--- src/design/fpm_pkg.sv ---
package fpm_pkg;

	localparam int MS_PER_SEC_W = 10;
	localparam logic [MS_PER_SEC_W-1:0] MS_PER_SEC = 10'd1000;
	localparam int DIV_CNT_W = $clog2(MS_PER_SEC_W);

	localparam int TIME_W = 32;
	localparam int FPS_W = 22;
	localparam int RATE_W = 10;
	localparam int SPS_W = 7;

	localparam int CFG_IDX_W = 2;
	localparam int CFG_DATA_W = 10;
	localparam logic [CFG_IDX_W-1:0] CFG_TARGET_RATE = 2'd0;
	localparam logic [CFG_IDX_W-1:0] CFG_SAMPLES_PER_SEC = 2'd1;
	localparam logic [CFG_IDX_W-1:0] CFG_UNLOCK_RATE = 2'd2;

	localparam logic OP_START = 1'b0;
	localparam logic OP_FRAME = 1'b1;

	localparam int OUT_DATA_W = 88;

	typedef enum logic [2:0] {
		ST_IDLE,
		ST_DIV,
		ST_ACC,
		ST_RENDER,
		ST_RING,
		ST_PUSH,
		ST_DONE
	} fpm_state_t;

	typedef struct packed {
		logic in_ready;
		logic div_go;
		logic ring_re;
		logic ring_we;
		logic out_load;
	} fpm_ctl_t;

endpackage

--- src/design/fpm_div.sv ---
module fpm_div
	import fpm_pkg::*;
(
	input  logic                    clk,
	input  logic                    arst_n,
	input  logic                    start,
	input  logic [MS_PER_SEC_W-1:0] divisor,
	output logic                    done,
	output logic [MS_PER_SEC_W-1:0] quotient
);

	// restoring divide of the constant by divisor, one bit per cycle
	logic                    busy_q;
	logic                    done_q;
	logic [DIV_CNT_W-1:0]    cnt_q;
	logic [MS_PER_SEC_W-1:0] rem_q;
	logic [MS_PER_SEC_W-1:0] quo_q;
	logic [MS_PER_SEC_W-1:0] dvs_q;
	logic [MS_PER_SEC_W:0]   trial;
	logic                    fits;

	assign trial = {rem_q, quo_q[MS_PER_SEC_W-1]};
	assign fits = trial >= {1'b0, dvs_q};

	always_ff @(posedge clk or negedge arst_n) begin
		if (!arst_n) begin
			busy_q <= 1'b0;
			done_q <= 1'b0;
			cnt_q <= '0;
		end else begin
			done_q <= 1'b0;
			if (start) begin
				busy_q <= 1'b1;
				cnt_q <= '0;
			end else if (busy_q) begin
				cnt_q <= cnt_q + 1'b1;
				if (cnt_q == DIV_CNT_W'(MS_PER_SEC_W - 1)) begin
					busy_q <= 1'b0;
					done_q <= 1'b1;
				end
			end
		end
	end

	always_ff @(posedge clk) begin
		if (start) begin
			rem_q <= '0;
			quo_q <= MS_PER_SEC;
			dvs_q <= divisor;
		end else if (busy_q) begin
			if (fits) begin
				rem_q <= MS_PER_SEC_W'(trial - {1'b0, dvs_q});
			end else begin
				rem_q <= trial[MS_PER_SEC_W-1:0];
			end
			quo_q <= {quo_q[MS_PER_SEC_W-2:0], fits};
		end
	end

	assign done = done_q;
	assign quotient = quo_q;

endmodule

--- src/design/frame_pacer_fps_meter_unit.sv ---
// channel   dir  handshake                      payload
// s_axis    in   s_axis_tvalid/s_axis_tready    tuser opcode, tdata now_ms
// m_axis    out  m_axis_tvalid/m_axis_tready    tdata render_ok, fps, ticks, delta
// cfg       in   cfg_valid/cfg_ready            cfg_index, cfg_data
//
// Frame beat: accumulate, render; if it closes a sample, ring read, sum update and write.
// Start beat: the bit-serial divides of 1000 give interval and split.
// One beat in flight; a finished result waits in the output register while the next
// beat is taken. The block stalls in its last step only while that register is full.
// Reset is asynchronous; the sample ring memory needs no clearing pass.
module frame_pacer_fps_meter_unit
	import fpm_pkg::*;
#(
	parameter int WINDOW_DEPTH = 64,
	parameter int COUNT_BITS = 16
) (
	input  logic                  clk,
	input  logic                  arst_n,
	input  logic                  s_axis_tvalid,
	output logic                  s_axis_tready,
	input  logic [TIME_W-1:0]     s_axis_tdata,  // now_ms
	input  logic                  s_axis_tuser,  // opcode
	output logic                  m_axis_tvalid,
	input  logic                  m_axis_tready,
	output logic [OUT_DATA_W-1:0] m_axis_tdata,  // render_ok, average_fps, global_ticks,
	                                             // delta_ticks, zero pad
	input  logic                  cfg_valid,
	output logic                  cfg_ready,
	input  logic [CFG_IDX_W-1:0]  cfg_index,
	input  logic [CFG_DATA_W-1:0] cfg_data
);

	localparam int IDX_W = (WINDOW_DEPTH > 1) ? $clog2(WINDOW_DEPTH) : 1;
	localparam int FILL_W = $clog2(WINDOW_DEPTH + 1);
	localparam int OLD_W = FILL_W + 1;
	localparam int CMP_W = (FILL_W > SPS_W) ? FILL_W : SPS_W;
	localparam int SUM_RAW_W = COUNT_BITS + FILL_W;
	localparam int SUM_W = (SUM_RAW_W > FPS_W) ? SUM_RAW_W : FPS_W + 1;

	fpm_state_t state_q, state_d;
	fpm_ctl_t   ctl;

	logic [RATE_W-1:0] rate_q;
	logic [SPS_W-1:0]  sps_q;
	logic              unlock_q;

	logic                  op_q;
	logic [TIME_W-1:0]     now_q;
	logic [TIME_W-1:0]     cur_time_q;
	logic [TIME_W-1:0]     loop_delta_q;
	logic [TIME_W-1:0]     elapsed_q;
	logic [TIME_W-1:0]     sample_start_q;
	logic [TIME_W-1:0]     diff_q;
	logic [COUNT_BITS-1:0] frame_cnt_q;
	logic [RATE_W-1:0]     interval_q;
	logic [RATE_W-1:0]     split_q;
	logic [FILL_W-1:0]     fill_q;
	logic [IDX_W-1:0]      head_q;
	logic [SUM_W-1:0]      fps_sum_q;
	logic [SUM_W-1:0]      fps_out_q;
	logic                  render_q;
	logic                  close_q;
	logic                  full_q;

	logic [COUNT_BITS-1:0] ring_mem [WINDOW_DEPTH];
	logic [COUNT_BITS-1:0] ring_rdata_q;

	logic                  m_valid_q;
	logic [OUT_DATA_W-1:0] m_data_q;

	logic                div_int_done;
	logic                div_spl_done;
	logic [RATE_W-1:0]   div_int_q;
	logic [RATE_W-1:0]   div_spl_q;
	logic [RATE_W-1:0]   rate_eff;
	logic [SPS_W-1:0]    sps_eff;

	logic [TIME_W-1:0] delta;
	logic [TIME_W:0]   acc_sum;
	logic              ge;
	logic              grant;
	logic              close;
	logic              full;
	logic [CMP_W-1:0]  fill_x;
	logic [CMP_W-1:0]  sps_x;
	logic [OLD_W-1:0]  head_x;
	logic [OLD_W-1:0]  fill_ext;
	logic [OLD_W-1:0]  oldest_x;
	logic [IDX_W-1:0]  oldest;
	logic [SUM_W-1:0]  sum_push;
	logic [FPS_W-1:0]  fps_sat;
	logic              accept;

	assign cfg_ready = 1'b1;

	always_ff @(posedge clk or negedge arst_n) begin
		if (!arst_n) begin
			rate_q <= RATE_W'(60);
			sps_q <= SPS_W'(4);
			unlock_q <= 1'b0;
		end else if (cfg_valid) begin
			unique case (cfg_index)
				CFG_TARGET_RATE:     rate_q <= cfg_data;
				CFG_SAMPLES_PER_SEC: sps_q <= cfg_data[SPS_W-1:0];
				CFG_UNLOCK_RATE:     unlock_q <= cfg_data[0];
				default: ;
			endcase
		end
	end

	assign rate_eff = (rate_q == '0) ? RATE_W'(1) : rate_q;
	assign sps_eff = (sps_q == '0) ? SPS_W'(1) : sps_q;

	fpm_div u_div_interval (
		.clk      (clk),
		.arst_n   (arst_n),
		.start    (ctl.div_go),
		.divisor  (rate_eff),
		.done     (div_int_done),
		.quotient (div_int_q)
	);

	fpm_div u_div_split (
		.clk      (clk),
		.arst_n   (arst_n),
		.start    (ctl.div_go),
		.divisor  (RATE_W'(sps_eff)),
		.done     (div_spl_done),
		.quotient (div_spl_q)
	);

	assign accept = s_axis_tvalid && ctl.in_ready;

	// next state
	always_comb begin
		state_d = state_q;
		unique case (state_q)
			ST_IDLE: begin
				if (accept) begin
					state_d = (s_axis_tuser == OP_START) ? ST_DIV : ST_ACC;
				end
			end
			ST_DIV: begin
				if (div_int_done && div_spl_done) begin
					state_d = ST_DONE;
				end
			end
			ST_ACC:    state_d = ST_RENDER;
			ST_RENDER: state_d = close ? ST_RING : ST_DONE;
			ST_RING:   state_d = ST_PUSH;
			ST_PUSH:   state_d = ST_DONE;
			ST_DONE: begin
				if (ctl.out_load) begin
					state_d = ST_IDLE;
				end
			end
			default:   state_d = ST_IDLE;
		endcase
	end

	// control outputs
	always_comb begin
		ctl = '0;
		unique case (state_q)
			ST_IDLE:   begin
				ctl.in_ready = 1'b1;
				ctl.div_go = s_axis_tvalid && (s_axis_tuser == OP_START);
			end
			ST_RENDER: ctl.ring_re = close;
			ST_PUSH:   ctl.ring_we = 1'b1;
			ST_DONE:   ctl.out_load = !m_valid_q || m_axis_tready;
			default:   ;
		endcase
	end

	assign s_axis_tready = ctl.in_ready;

	always_ff @(posedge clk or negedge arst_n) begin
		if (!arst_n) begin
			state_q <= ST_IDLE;
		end else begin
			state_q <= state_d;
		end
	end

	assign delta = now_q - cur_time_q;
	assign acc_sum = {1'b0, elapsed_q} + {1'b0, delta};
	assign ge = elapsed_q >= TIME_W'(interval_q);
	assign grant = ge || unlock_q;
	assign close = diff_q > TIME_W'(split_q);

	assign fill_x = CMP_W'(fill_q);
	assign sps_x = CMP_W'(sps_eff);
	assign full = (fill_q == FILL_W'(WINDOW_DEPTH)) || (fill_x >= sps_x);

	assign head_x = OLD_W'(head_q);
	assign fill_ext = OLD_W'(fill_q);
	assign oldest_x = (head_x >= fill_ext) ? head_x - fill_ext
		: head_x + OLD_W'(WINDOW_DEPTH) - fill_ext;
	assign oldest = oldest_x[IDX_W-1:0];

	assign sum_push = fps_sum_q + SUM_W'(frame_cnt_q);

	always_ff @(posedge clk) begin
		if (accept) begin
			op_q <= s_axis_tuser;
			now_q <= s_axis_tdata;
		end
		if (state_q == ST_ACC) begin
			diff_q <= now_q - sample_start_q;
		end
		if (state_q == ST_RENDER) begin
			close_q <= close;
			full_q <= full;
		end
	end

	always_ff @(posedge clk) begin
		if (ctl.ring_we) begin
			ring_mem[head_q] <= frame_cnt_q;
		end
		if (ctl.ring_re) begin
			ring_rdata_q <= ring_mem[oldest];
		end
	end

	always_ff @(posedge clk or negedge arst_n) begin
		if (!arst_n) begin
			cur_time_q <= '0;
			loop_delta_q <= '0;
			elapsed_q <= '0;
			sample_start_q <= '0;
			frame_cnt_q <= '0;
			interval_q <= '0;
			split_q <= '0;
			fill_q <= '0;
			head_q <= '0;
			fps_sum_q <= '0;
			fps_out_q <= '0;
			render_q <= 1'b0;
		end else begin
			unique case (state_q)
				ST_IDLE: begin
					if (accept) begin
						render_q <= 1'b0;
					end
				end
				ST_DIV: begin
					if (div_int_done && div_spl_done) begin
						cur_time_q <= now_q;
						sample_start_q <= now_q;
						elapsed_q <= '0;
						loop_delta_q <= '0;
						fps_out_q <= '0;
						interval_q <= div_int_q;
						split_q <= div_spl_q;
					end
				end
				ST_ACC: begin
					loop_delta_q <= delta;
					cur_time_q <= now_q;
					elapsed_q <= acc_sum[TIME_W] ? '1 : acc_sum[TIME_W-1:0];
				end
				ST_RENDER: begin
					if (grant) begin
						render_q <= 1'b1;
						if (frame_cnt_q != '1) begin
							frame_cnt_q <= frame_cnt_q + 1'b1;
						end
						elapsed_q <= ge ? elapsed_q - TIME_W'(interval_q) : '0;
					end
					if (close) begin
						sample_start_q <= sample_start_q + TIME_W'(split_q);
					end
				end
				ST_RING: begin
					if (full_q) begin
						fps_sum_q <= fps_sum_q - SUM_W'(ring_rdata_q);
					end else begin
						fill_q <= fill_q + 1'b1;
					end
				end
				ST_PUSH: begin
					fps_sum_q <= sum_push;
					fps_out_q <= sum_push;
					frame_cnt_q <= '0;
					head_q <= (head_q == IDX_W'(WINDOW_DEPTH - 1)) ? '0 : head_q + 1'b1;
				end
				ST_DONE: ;
				default: ;
			endcase
		end
	end

	assign fps_sat = (|fps_out_q[SUM_W-1:FPS_W]) ? '1 : fps_out_q[FPS_W-1:0];

	always_ff @(posedge clk or negedge arst_n) begin
		if (!arst_n) begin
			m_valid_q <= 1'b0;
		end else if (ctl.out_load) begin
			m_valid_q <= 1'b1;
		end else if (m_axis_tready) begin
			m_valid_q <= 1'b0;
		end
	end

	always_ff @(posedge clk) begin
		if (ctl.out_load) begin
			m_data_q <= {1'b0, loop_delta_q, cur_time_q, fps_sat, render_q && (op_q == OP_FRAME)
				&& !close_q | (render_q && (op_q == OP_FRAME))};
		end
	end

	assign m_axis_tvalid = m_valid_q;
	assign m_axis_tdata = m_data_q;

endmodule
--- config.mk ---
export PLATFORM = sky130hd
export DESIGN_NAME = frame_pacer_fps_meter_unit
export DESIGN_NICKNAME = d
export VERILOG_FILES = /design/src/design/fpm_pkg.sv /design/src/design/fpm_div.sv /design/src/design/frame_pacer_fps_meter_unit.sv
export SDC_FILE = /design/constraint.sdc
export NUM_CORES = 2
export LEC_CHECK = 0
export BUFFER_PORTS_ARGS = -buffer_cell sky130_fd_sc_hd__buf_2
export CORE_MARGIN = 2
export CORE_UTILIZATION = 52
export CTS_BUF_LIST = sky130_fd_sc_hd__clkbuf_4 sky130_fd_sc_hd__clkbuf_8
export DETAILED_ROUTE_END_ITERATION = 16
export PLACE_DENSITY_LB_ADDON = 0.2
export SLEW_MARGIN = 30
export SYNTH_ARGS = -nofsm -noshare
export SYNTH_HDL_FRONTEND = slang
export SYNTH_SLANG_ARGS = --single-unit
--- constraint.sdc ---
create_clock -name clk -period 10.15 [get_ports clk]
set_clock_uncertainty 0.2 [all_clocks]
set_input_delay 1.015 -clock clk [delete_from_list [all_inputs] [get_ports clk]]
set_output_delay 1.015 -clock clk [all_outputs]
set_load 0.02 [all_outputs]
# Word level (Yosys, flattened, before mapping)
# Memory sizes are Yosys's and may differ from the RTL's. A register that Yosys moved wholly into a read port is not among the register bits.
# Cells that the tools add are included.
[word_totals] mem_bits_rw=1024 reg_bits=469 memories=1 output_inout_bits=91 word_cells=175
[classes] addsub=17 mux=55 eq_ne=20 magnitude_cmp=6 n_bitwise=3 reduce_logical=37
[mem_list] name="ring_mem" depth=64 word_bits=16 rd=1 rd_clocked_by_memory_dff=1 write_ports=1 line="frame_pacer_fps_meter_unit.sv:65" source="logic [COUNT_BITS-1:0] ring_mem [WINDOW_DEPTH];"
[op_table] operator="32-bit two-way mux" n=6
[op_table] operator="32-bit case mux with 2 select lines" n=3
[op_table] operator="32-bit case mux with 3 select lines" n=1
[op_table] operator="23-bit case mux with 2 select lines" n=2
[op_table] operator="32-bit subtractor" n=2
[op_table] operator="23-bit two-way mux" n=2
[op_table] operator="32-bit by 32-bit adder with 33-bit output" n=1
[op_table] operator="32-bit by 10-bit adder with 32-bit output" n=1
[op_table] operator="32-bit by 10-bit >= comparator with 1-bit output" n=1
[op_table] operator="32-bit by 10-bit > comparator with 1-bit output" n=1
[op_table] operator="16-bit two-way mux" n=2
[op_table] operator="16-bit case mux with 2 select lines" n=1
[op_table] operator="32-bit by 10-bit subtractor with 32-bit output" n=1
[op_table] operator="23-bit by 16-bit adder with 23-bit output" n=1
[op_table] operator="23-bit by 16-bit subtractor with 23-bit output" n=1
[op_table] operator="1-bit two-way mux" n=21
[op_table] operator="3-bit case mux with 7 select lines" n=1
[op_table] operator="10-bit two-way mux" n=2
[op_table] operator="2-bit nonzero test" n=9
[op_table] operator="16-bit by 1-bit adder with 16-bit output (second input constant)" n=1
[op_table] operator="4-bit two-way mux" n=4
[op_table] operator="16-bit inequality test (second input constant)" n=1
[op_table] operator="2-bit AND reduction" n=8
[op_table] operator="3-bit AND reduction" n=5
[op_table] operator="other kinds (35)" n=60

# Depth between registers and ports, before layout
[depth] ltp_word=6 mapped_depth=24 mapped_depth_nobuf=24

# By module
# A second synthesis with hierarchy kept.
[hier_totals] cells_unflattened=4431 area_unflattened_um2=67103.1
[modules_own_cells] mod="frame_pacer_fps_meter_unit" seq_area_each_um2=41986.5 area_each_um2=63430.8 instances=1 cells_each=4077
[modules_own_cells] mod="fpm_div at u_div_interval" seq_area_each_um2=850.8 area_each_um2=1919.3 instances=1 cells_each=187
[modules_own_cells] mod="fpm_div at u_div_split" seq_area_each_um2=850.8 area_each_um2=1752.9 instances=1 cells_each=167

# Least setup slack after synthesis
# No wires, ideal clock.
[synth_timing] path_type="register to register" from="register now_q[0]" to="register elapsed_q[31]" path_slack_ns=5.221 path_stages_with_launch=24 t_required_ns=9.821 path_buffers=0 period_less_slack_ns=4.929 arrival_ns=4.600 path_cell_list="edfxtp_1 -> inv_1 -> ha_1 -> inv_1 -> fa_1 -> a21oi_1 -> o21ai_1 -> a221o_1 -> a31oi_4 -> o32a_2 -> inv_1 -> o21ai_0 -> a21oi_1 -> ha_1 -> a21oi_1 -> o21bai_1 -> a221o_1 -> a21o_1 -> a21o_1 -> or4_1 -> o21ai_0 -> xnor2_1 -> o21ai_0 -> nand3_1"
[synth_between] elab_chain_cells=4
[synth_rtl] item="from (decl)" line="frame_pacer_fps_meter_unit.sv:48" source="logic [TIME_W-1:0] now_q;"
[synth_rtl] item="from (signal assigned)" line="frame_pacer_fps_meter_unit.sv:207" source="now_q <= s_axis_tdata;"
[synth_rtl] item="32-bit subtractor" line="frame_pacer_fps_meter_unit.sv:186" source="assign delta = now_q - cur_time_q;"
[synth_rtl] item="32-bit by 32-bit adder with 33-bit output" line="frame_pacer_fps_meter_unit.sv:187" source="assign acc_sum = {1'b0, elapsed_q} + {1'b0, delta};"
[synth_rtl] item="32-bit two-way mux" line="frame_pacer_fps_meter_unit.sv:262" source="elapsed_q <= acc_sum[TIME_W] ? '1 : acc_sum[TIME_W-1:0];"
[synth_rtl] item="32-bit case mux with 3 select lines" line="frame_pacer_fps_meter_unit.sv:242" source="unique case (state_q)"
[synth_rtl] item="to (signal assigned)" line="frame_pacer_fps_meter_unit.sv:262"
[synth_rtl] item="to (signal assigned)" line="frame_pacer_fps_meter_unit.sv:270" source="elapsed_q <= ge ? elapsed_q - TIME_W'(interval_q) : '0;"
[synth_rtl] item="to (decl)" line="frame_pacer_fps_meter_unit.sv:51" source="logic [TIME_W-1:0] elapsed_q;"
# Every way passes these cells.
# A chain may end at the register's enable or synchronous reset.

# Worst setup path in the final report
[layout_timing] from="register now_q[4]" to="register elapsed_q[31]"
# Same word-level chain as after synthesis.

==> flow_summary.toml <==
[logic_synthesis]
syn_nets = 4603
async_flop_share_pct = 17.1
yosys.area.top_type = "edfxtp_1"
ys.flop_type = "edfxtp_1"
yosysWarnings = 0
synth_edf_count = 1210
syn_area_sq_mm = 0.0667
synth_cell_types = 87
synth_common_cells = "edfxtp_1 (1,210), mux4_2 (320), nand2_1 (278), dfrtp_1 (253), nor2_1 (241)"
yosysSeqAreaShare_pct = 65.4
syn_avg_cell_area_sq_um = 15.3
syn_inst = 4349
synth_most_common_cell = "edfxtp_1"
synth_top_area_share_pct = 54.5
synth-seq-cells = 1508
synth_area_leaders = "edfxtp_1 (54%), mux4_2 (11%), dfrtp_1 (9.5%)"

[worst_hold_path]
whs_path_depth = 2
hold_path_startpoint = "cfg_data[2]"
hold_end = "sps_q[2]$_DFFE_PN1P_"
hp-class = "in2reg"

[setup_path]
critPathRequiredTime_ps = 10790
start_kind = "flip-flop"
critPathArrivalTime_ps = 6200
worstSetupPathType = "reg2reg"
worst_setup_path_end_kind = "flip-flop"
rrSetupSlack_ps = 4590
ff2ff_path_depth = 20
cp_max_fo = 6
reg2reg_to = "elapsed_q[31]$_DFFE_PN0P_"
r2r_start = "now_q[4]$_DFFE_PP_"

[flow_run]
maxCapViolCount = 0

[floorplanning]
die_x_um = 362
dieArea_sq_mm = 0.131
boundaryPins = 141
die_h_um = 362
num_rows = 131
core_sq_mm = 0.127
initial_core_util_pct = 52.4

[sta]
finalSetupViolCount = 0
drv_slew = 0
finalSetupTns_ps = 0
slew_headroom_pct = 34.7
rsz0062_at_grt = "false"
worstMarginPinSlew_ps = 979
report.final.hold_viol_count = 0
fin_crit_ps = 5560
period_share_pct = 54.8
fmax_mhz = 180

[power]
swShare_pct = 39.4
vdd_drop_max_mv = 0.407
power.switching_mw = 10.5
p_seq_share_pct = 31.5
power_density_mw_per_mm2 = 355
clock_power_share_pct = 20.2
combPwrFrac_pct = 48.4
intPower_mw = 16.2
p_leak_nw = 27.7

[clocking]
clk_latency_ps = 970
tritoncts = "done"
numCtsBuffers = 235
clock_tree.buffer_depth = 3
htreeDepth = 4
cts_sinks = 1508
clkTransAtPathRegs_ps = 70
postCtsSetupBuffers = 0
clockRootBuffer = "clkbuf_8"

[global_route]
grt.total_usage_pct = 24.2
grt_pass1_vias = 38926
antenna_found_initial = 6
grt.overflow.total = 0
grt_max_degree = 94
grt_pass1_wl_um = 240000

[drt]
first_iter_violations = 3474
drcViolationCount = 0
vias_per_cell = 5.91
route.antenna.remaining_nets = 0
wl_um = 158000
first_pass_iters = 5
vias = 38766
wl_per_cell_um = 24.1

[finish]
fin_nets = 4937
drive_gt1_share_pct = 22.8
area_growth_pct = 12.8
fillCellCount = 9668
finalNonFillerCells = 6557

[placement]
numPortBuffers = 138
place_congestion = 0.891
hpwl_um = 101000
dp_cells = 6070

[outcome]
status = "finished clean"
-- layout by cell type, fill, tap and decap left out, drive strengths merged, types with 101 or more instances in the layout --
| cell | n |
|---|---|
| a21oi | 183 |
| buf | 259 |
| clkbuf | 321 |
| clkinv | 101 |
| dfrtp | 253 |
| edfxtp | 1210 |
| ha | 194 |
| inv | 195 |
| mux4 | 320 |
| nand2 | 278 |
| nor2 | 241 |
| o21ai | 198 |
| xnor2 | 118 |
-- power groups by stage --
stage	Clock [mW]	Sequential, mW	Combinational (mW)
6_report	5.39	8.41	12.9
3_3_place_gp	0	8.50	12.8
4_1_cts	5.52	8.41	13.0
3_5_place_dp	0	8.52	12.9
5_1_grt	5.78	8.51	14.0
2_1_floorplan	0	8.37	9.36
-- per-layer routing --
layer	GRT usage, %	vias up	part of all wire (%)	wire length, um
li1	-	17563	-	-
met5	0	-	0	0
met1	33.0	19685	42	66300
met4	9.23	0	3.2	5110
met3	4.18	269	5.9	9330
met2	39.4	1249	49	77300
-- cells by family (layout without fill, tap and decap cells) --
| kind of cell | count (synthesis) | in the layout | synth area share (%) |
|---|---|---|---|
| compound gates | 757 | 757 | 7.43 |
| simple gates | 895 | 895 | 6.32 |
| flops | 1508 | 1508 | 65.4 |
| xor+xnor | 177 | 177 | 2.34 |
| buf+inv | 390 | 931 | 2.24 |
| mux | 416 | 416 | 12.3 |
| other cells | 2 | 7 | 0.0113 |
| fa+ha+maj | 204 | 204 | 3.94 |
-- state kept, by name (all words and copies together) (netlist names), 32 cells and up --
| register | flops |
|---|---|
| ring_mem | 1024 |
| m_axis_tdata | 87 |
| cur_time_q | 32 |
| diff_q | 32 |
| elapsed_q | 32 |
| loop_delta_q | 32 |
| now_q | 32 |
| sample_start_q | 32 |
-- worst max-delay path by stage --
| stage | from | depth (start not counted) | slack (ps) | to |
|---|---|---|---|---|
| 6_report | now_q[4]$_DFFE_PP_ | 20 | 4590 | elapsed_q[31]$_DFFE_PN0P_ |
| 5_1_grt | now_q[4]$_DFFE_PP_ | 20 | 4120 | elapsed_q[31]$_DFFE_PN0P_ |
| 4_1_cts | now_q[4]$_DFFE_PP_ | 20 | 4560 | elapsed_q[31]$_DFFE_PN0P_ |
| 3_5_place_dp | now_q[4]$_DFFE_PP_ | 20 | 4580 | elapsed_q[31]$_DFFE_PN0P_ |
| 3_3_place_gp | now_q[4]$_DFFE_PP_ | 21 | 4640 | elapsed_q[17]$_DFFE_PN0P_ |
| 2_1_floorplan | now_q[0]$_DFFE_PP_ | 23 | 5220 | elapsed_q[31]$_DFFE_PN0P_ |
-- area by class of cell --
type | instances | area, sq um | area share [%]
clock inverter | 123 | 1050 | 1.40
antenna | 5 | 12.5 | 0.0166
clock buffer | 321 | 3990 | 5.31
timing repair buffer | 297 | 2020 | 2.68
multi-input combinational | 2451 | 21700 | 28.9
tap | 1662 | 2080 | 2.77
inverter | 190 | 714 | 0.950
sequential | 1508 | 43600 | 58.0
-- worst max-delay path: stages, from the launching register on --
cell and delay (ps):
edfxtp_1 450, ha_1 420, nand2_1 120, a211oi_1 280
nor2b_1 120, o21ai_1 310, a21oi_1 190, a211oi_1 400
o32a_1 380, xor2_1 260, ha_1 330, inv_1 140
o21bai_1 90, a221o_1 380, a21o_1 180, a21o_1 190
or4_1 460, o21ai_0 220, xnor2_1 100, o21ai_0 150
nand3_1 90
-- per-stage QoR --
step           total power, mW  utilization [%]  hold WS, ps  instance area [sq um]  setup slack, ps
4_1_cts                   26.9             59.0         14.5                  75200             4560
3_3_place_gp              21.3             54.7          231                  69700             4640
3_5_place_dp              21.4             54.8          232                  69700             4580
5_1_grt                   28.3             59.0         54.5                  75200             4120
2_1_floorplan             17.7                -          225                  66700             5220
6_report                  26.7             59.0          111                  75200             4590
-- repair_timing --
action                    CTS  global route
gates resized for setup     0             0
hold buffers               38             0
hold endpoints to repair  106             0
(Power assumes the default switching activity.)
